[src/design/brq_pkg.sv]
// Shared types, constants and register codes for the bias/requantize output stage.
`timescale 1ns / 1ps

package brq_pkg;

  localparam int NUM_COLUMNS = 64;
  localparam int COL_W       = 6;
  localparam int ACC_W       = 64;
  localparam int WORD_W      = 32;
  localparam int SHIFT_W     = 7;
  localparam int TBITS_W     = 6;
  localparam int PROD_W      = 128;
  localparam int CFG_IDX_W   = 3;
  localparam int CFG_DATA_W  = 6;

  // Only columns reachable through the column field get storage.
  localparam int MEM_DEPTH = (NUM_COLUMNS < (1 << COL_W)) ? NUM_COLUMNS : (1 << COL_W);
  localparam int ADDR_W    = (MEM_DEPTH > 1) ? $clog2(MEM_DEPTH) : 1;

  localparam int IN_DATA_W  = 144;
  localparam int OUT_DATA_W = 72;

  typedef enum logic {
    KIND_DATA  = 1'b0,
    KIND_WRITE = 1'b1
  } kind_t;

  typedef enum logic [CFG_IDX_W-1:0] {
    REG_BIAS_ENABLE      = 3'd0,
    REG_REQUANT_ENABLE   = 3'd1,
    REG_ROUND_ENABLE     = 3'd2,
    REG_TARGET_SIGNED    = 3'd3,
    REG_TGT_WIDTH        = 3'd4,
    REG_BIAS_PER_COLUMN  = 3'd5,
    REG_SCALE_PER_COLUMN = 3'd6,
    REG_SHIFT_PER_COLUMN = 3'd7
  } cfg_reg_t;

  typedef struct packed {
    logic               bias_enable;
    logic               requant_enable;
    logic               round_enable;
    logic               target_signed;
    logic [TBITS_W-1:0] tgt_width;
    logic               bias_per_column;
    logic               scale_per_column;
    logic               shift_per_column;
  } cfg_t;

  // One column's parameter entry as stored in the table memory.
  typedef struct packed {
    logic signed [WORD_W-1:0] bias;
    logic signed [WORD_W-1:0] scale;
    logic [SHIFT_W-1:0]       shift;
  } entry_t;

endpackage

[src/design/brq_table.sv]
// Column parameter table: synchronous memory with one write and one read port plus an entry-zero shadow.
`timescale 1ns / 1ps

module brq_table
  import brq_pkg::*;
(
  input  logic              clk,
  input  logic              wr_en,
  input  logic [ADDR_W-1:0] wr_addr,
  input  entry_t            wr_data,
  input  logic              rd_en,
  input  logic [ADDR_W-1:0] rd_addr,
  output entry_t            rd_data,
  output entry_t            zero_data
);

  entry_t mem [MEM_DEPTH];
  entry_t zero_entry_r;
  entry_t rd_data_r;
  entry_t zero_data_r;

  always_ff @(posedge clk) begin
    if (wr_en) begin
      mem[wr_addr] <= wr_data;
    end
  end

  // Keep a copy of entry zero so shared mode needs no second read port.
  always_ff @(posedge clk) begin
    if (wr_en && (wr_addr == '0)) begin
      zero_entry_r <= wr_data;
    end
  end

  always_ff @(posedge clk) begin
    if (rd_en) begin
      rd_data_r   <= mem[rd_addr];
      zero_data_r <= zero_entry_r;
    end
  end

  assign rd_data   = rd_data_r;
  assign zero_data = zero_data_r;

endmodule

[config.mk]
export PLATFORM = sky130hd
export DESIGN_NAME = brq_table
export DESIGN_NICKNAME = d
export VERILOG_FILES = /design/src/design/brq_pkg.sv /design/src/design/brq_table.sv
export SDC_FILE = /design/constraint.sdc
export NUM_CORES = 2
export LEC_CHECK = 0
export BUFFER_PORTS_ARGS = -buffer_cell sky130_fd_sc_hd__buf_2
export CAP_MARGIN = 20
export CORE_AREA = 2 2 475 948
export DETAILED_ROUTE_END_ITERATION = 7
export DIE_AREA = 0 0 477 950
export PLACE_DENSITY_LB_ADDON = 0.12
export RECOVER_POWER = 50
export SYNTH_ARGS = -nofsm -noshare
export SYNTH_HDL_FRONTEND = slang
export SYNTH_MEMORY_MAX_BITS = 65536
export SYNTH_SLANG_ARGS = --single-unit
[constraint.sdc]
create_clock -name clk -period 9.1 [get_ports clk]
set_input_delay 1.82 -clock clk [delete_from_list [all_inputs] [get_ports clk]]
set_output_delay 1.82 -clock clk [all_outputs]
set_load 0.005 [all_outputs]
==> impl_metrics.yaml <==
cts:
  ctsHoldBuffers: 0
  clock_latency_ps: 1030
  cts-buffers-inserted: 427
  cts_resized: 0
  cts_setup_buffers: 0
  path_clk_slew_ps: 70
  cts.sinks: 4757
  cts_tree: "built"
  cts-root-buf: "clkbuf_16"
  htree_levels: 5
  clockBufferDepth: 4
placed_design:
  place_inst: 13400
  gp_congestion: 0.776
  portBuffers: 227
  post-dp-hpwl_microns: 313000
  pre_cts_ws_ps: 3660
  place_area_sq_um: 188000
critical_path:
  worst_setup_path_end_kind: "flip-flop"
  cp_common_cell: "buf_4"
  cp-startpoint: "rd_en"
  r2r_cells: 4
  cp_cell_sequence: "clkbuf_1 -> buf_4 -> buf_4"
  rrSetupSlack_ps: 6800
  r2r-end: "rd_data[69]"
  cp_data_required_time_ps: 9710
  crit_end: "zero_data[54]"
  crit_type: "primary input to flip-flop"
  critPathArrivalTime_ps: 6740
  start_kind: "primary input"
  regToRegStartpoint: "mem[51][69]"
  cp_max_fo: 44
  slowest_stage: "clkbuf_1"
  max_stage_delay_ps: 3010
grt:
  grt_use_total: 0.261
  grt_max_degree: 116
  gr-total-overflow: 0
  grt_pass1_vias: 89200
  grt_antenna_before_repair: 34
  grt_pass1_wl_microns: 800000
status:
  outcome: "finished, violations left"
  violations: "max-capacitance violations, max-slew violations"
synthesis:
  postSynthCellCount: 7352
  syn_area_sq_um: 178000
  yosysWarnings: 0
  avgSynthCellArea_sq_um: 24.2
  synth_cell_types: 30
  synthesis.nets: 7438
  yosys_register_bits: 4757
  synth_seq_area_share: 0.804
power_and_ir_drop:
  power_mw: 44.9
  powerDensity_nw_per_um2: 223
  peakVddDrop_mv: 0.164
  leakagePower_nw: 61.7
sta:
  whs_ps: 412
  worst_slack_ps: 2970
  timing.fmax_ghz: 0.163
  rsz0062_at_grt: "false"
  slew_violations: 4281
  skew_ps: 43.9
  max_slew_margin: -1.93
  period_share: 0.674
  hold_viol_final: 0
  max_slew.worst_pin.slew_ps: 4400
  finalCriticalPeriod_ps: 6130
  setup_viol: 0
  tns_ps: 0
drt:
  vias_per_cell: 6.20
  vias: 88100
  wl_per_cell_microns: 42.2
  ant_nets: 0
  first_pass_iters: 6
  drc: 0
  routed_wirelength_microns: 600000
  first_iter_violations: 10300
cells_and_area:
  final_core_util: 0.452
  final_cells: 14200
  finalNetCount: 7993
  design_area_sq_um: 201000
  drive_gt1_frac: 0.271
  fill_cells: 37300
  area_delta_synth_final_pct: 13.3
floorplan:
  die_h_microns: 950
  rows: 347
  dieArea_sq_um: 453000
  start_util: 0.398
  ios: 228
  core_region_area_sq_um: 446000
  die_width_microns: 477
run:
  drv_cap: 74
min_path:
  hold_path_class: "flip-flop to flip-flop"
[metal layers]
metal  GRT usage  share of wire
met4      0.0862          0.035
met2       0.472           0.53
met3      0.0299          0.058
met5           0       0.000037
met1       0.325           0.37
[worst max-delay path, delay by kind of cell]
family | cells | cell delay (ps)
buffers and inverters | 3 | 4620
[logic make-up (layout without fill, tap and decap cells)]
logic type / after synthesis / after routing / synth area share
AND/OR/NAND/NOR: 301 / 301 / 0.00796
flip-flops: 4757 / 4757 / 0.804
multiplexers: 1237 / 1237 / 0.150
buffers and inverters: 419 / 1323 / 0.0111
AO/OA/AOI/OAI: 638 / 638 / 0.0273
other: 0 / 17 / 0
[worst min-delay path by stage]
stage	from	endpoint	slack, ps	cells past startpoint
2_1_floorplan	zero_entry_r[0]	zero_data[0]	400	0
3_3_place_gp	zero_entry_r[7]	zero_data[7]	400	0
3_5_place_dp	zero_entry_r[34]	zero_data[34]	400	0
4_1_cts	zero_entry_r[50]	zero_data[50]	400	0
5_1_grt	zero_entry_r[3]	zero_data[3]	420	0
6_report	zero_entry_r[63]	zero_data[63]	410	0
[cells in the final DEF, fill, tap and decap left out, types with 2 or more instances in the layout]
cell and count:
mux2i_1 101, o22ai_1 112, o211a_1 71, diode_2 17
nand2b_1 4, buf_8 2, buf_2 167, a21oi_1 29
nor2b_1 5, or3b_2 3, clkinv_8 6, nor2_4 60
nor2b_4 4, nor2_1 51, buf_4 203, or3_1 2
nand3b_1 3, nand3_1 147, edfxtp_1 4757, nand4_1 2
buf_12 49, nand2b_4 2, inv_6 12, clkinvlp_4 14
nand2_1 7, buf_16 2, bufinv_16 47, mux4_2 1136
a22oi_1 284, nor3_2 2, o221ai_1 71, clkinv_2 77
clkinv_1 101, a211oi_1 70, clkbuf_1 196, clkbuf_16 434
clkinv_4 9, and2_4 3
[area by class of cell]
cell class | instances | area, sq um | area share
Antenna cell | 17 | 42.5 | 0.000211
Clock buffer | 510 | 11100 | 0.0554
Clock inverter | 268 | 2620 | 0.0130
Inverter | 1 | 5.00 | 0.0000249
Multi-Input combinational cell | 2176 | 33400 | 0.166
Sequential cell | 4757 | 143000 | 0.709
Tap cell | 5933 | 7420 | 0.0369
Timing Repair Buffer | 544 | 3890 | 0.0193
[where the power goes]
part	switching, mW	total (mW)	internal [mW]
sequential	0.0892	24.4	24.3
clock	8.29	18.4	10.1
combinational	1.40	2.12	0.715
[cells in the mapped netlist (all sizes together)]
cell type / count / area [sq um]
a211oi: 70 / 526
a21oi: 29 / 145
a221oi: 1 / 8.76
a22oi: 284 / 2130
and2: 3 / 18.8
buf: 278 / 1450
clkbuf: 140 / 526
edfxtp: 4757 / 143000
inv: 1 / 3.75
mux2i: 101 / 1010
mux4: 1136 / 25600
nand2: 8 / 30.0
nand2b: 6 / 37.5
nand3: 147 / 736
nand3b: 3 / 22.5
nand4: 2 / 12.5
nand4b: 1 / 8.76
nor2: 111 / 417
nor2b: 9 / 56.3
nor3: 2 / 10.0
o211a: 71 / 711
o221ai: 71 / 622
o22ai: 112 / 701
or2: 2 / 12.5
or3: 3 / 18.8
or3b: 4 / 35.0
[flip-flops by register name, summed over array words and instances, names as in the netlist]
signal,cells
mem,4544
zero_data,71
rd_data,71
zero_entry_r,71
No activity file was read; power rests on OpenSTA's default activity.
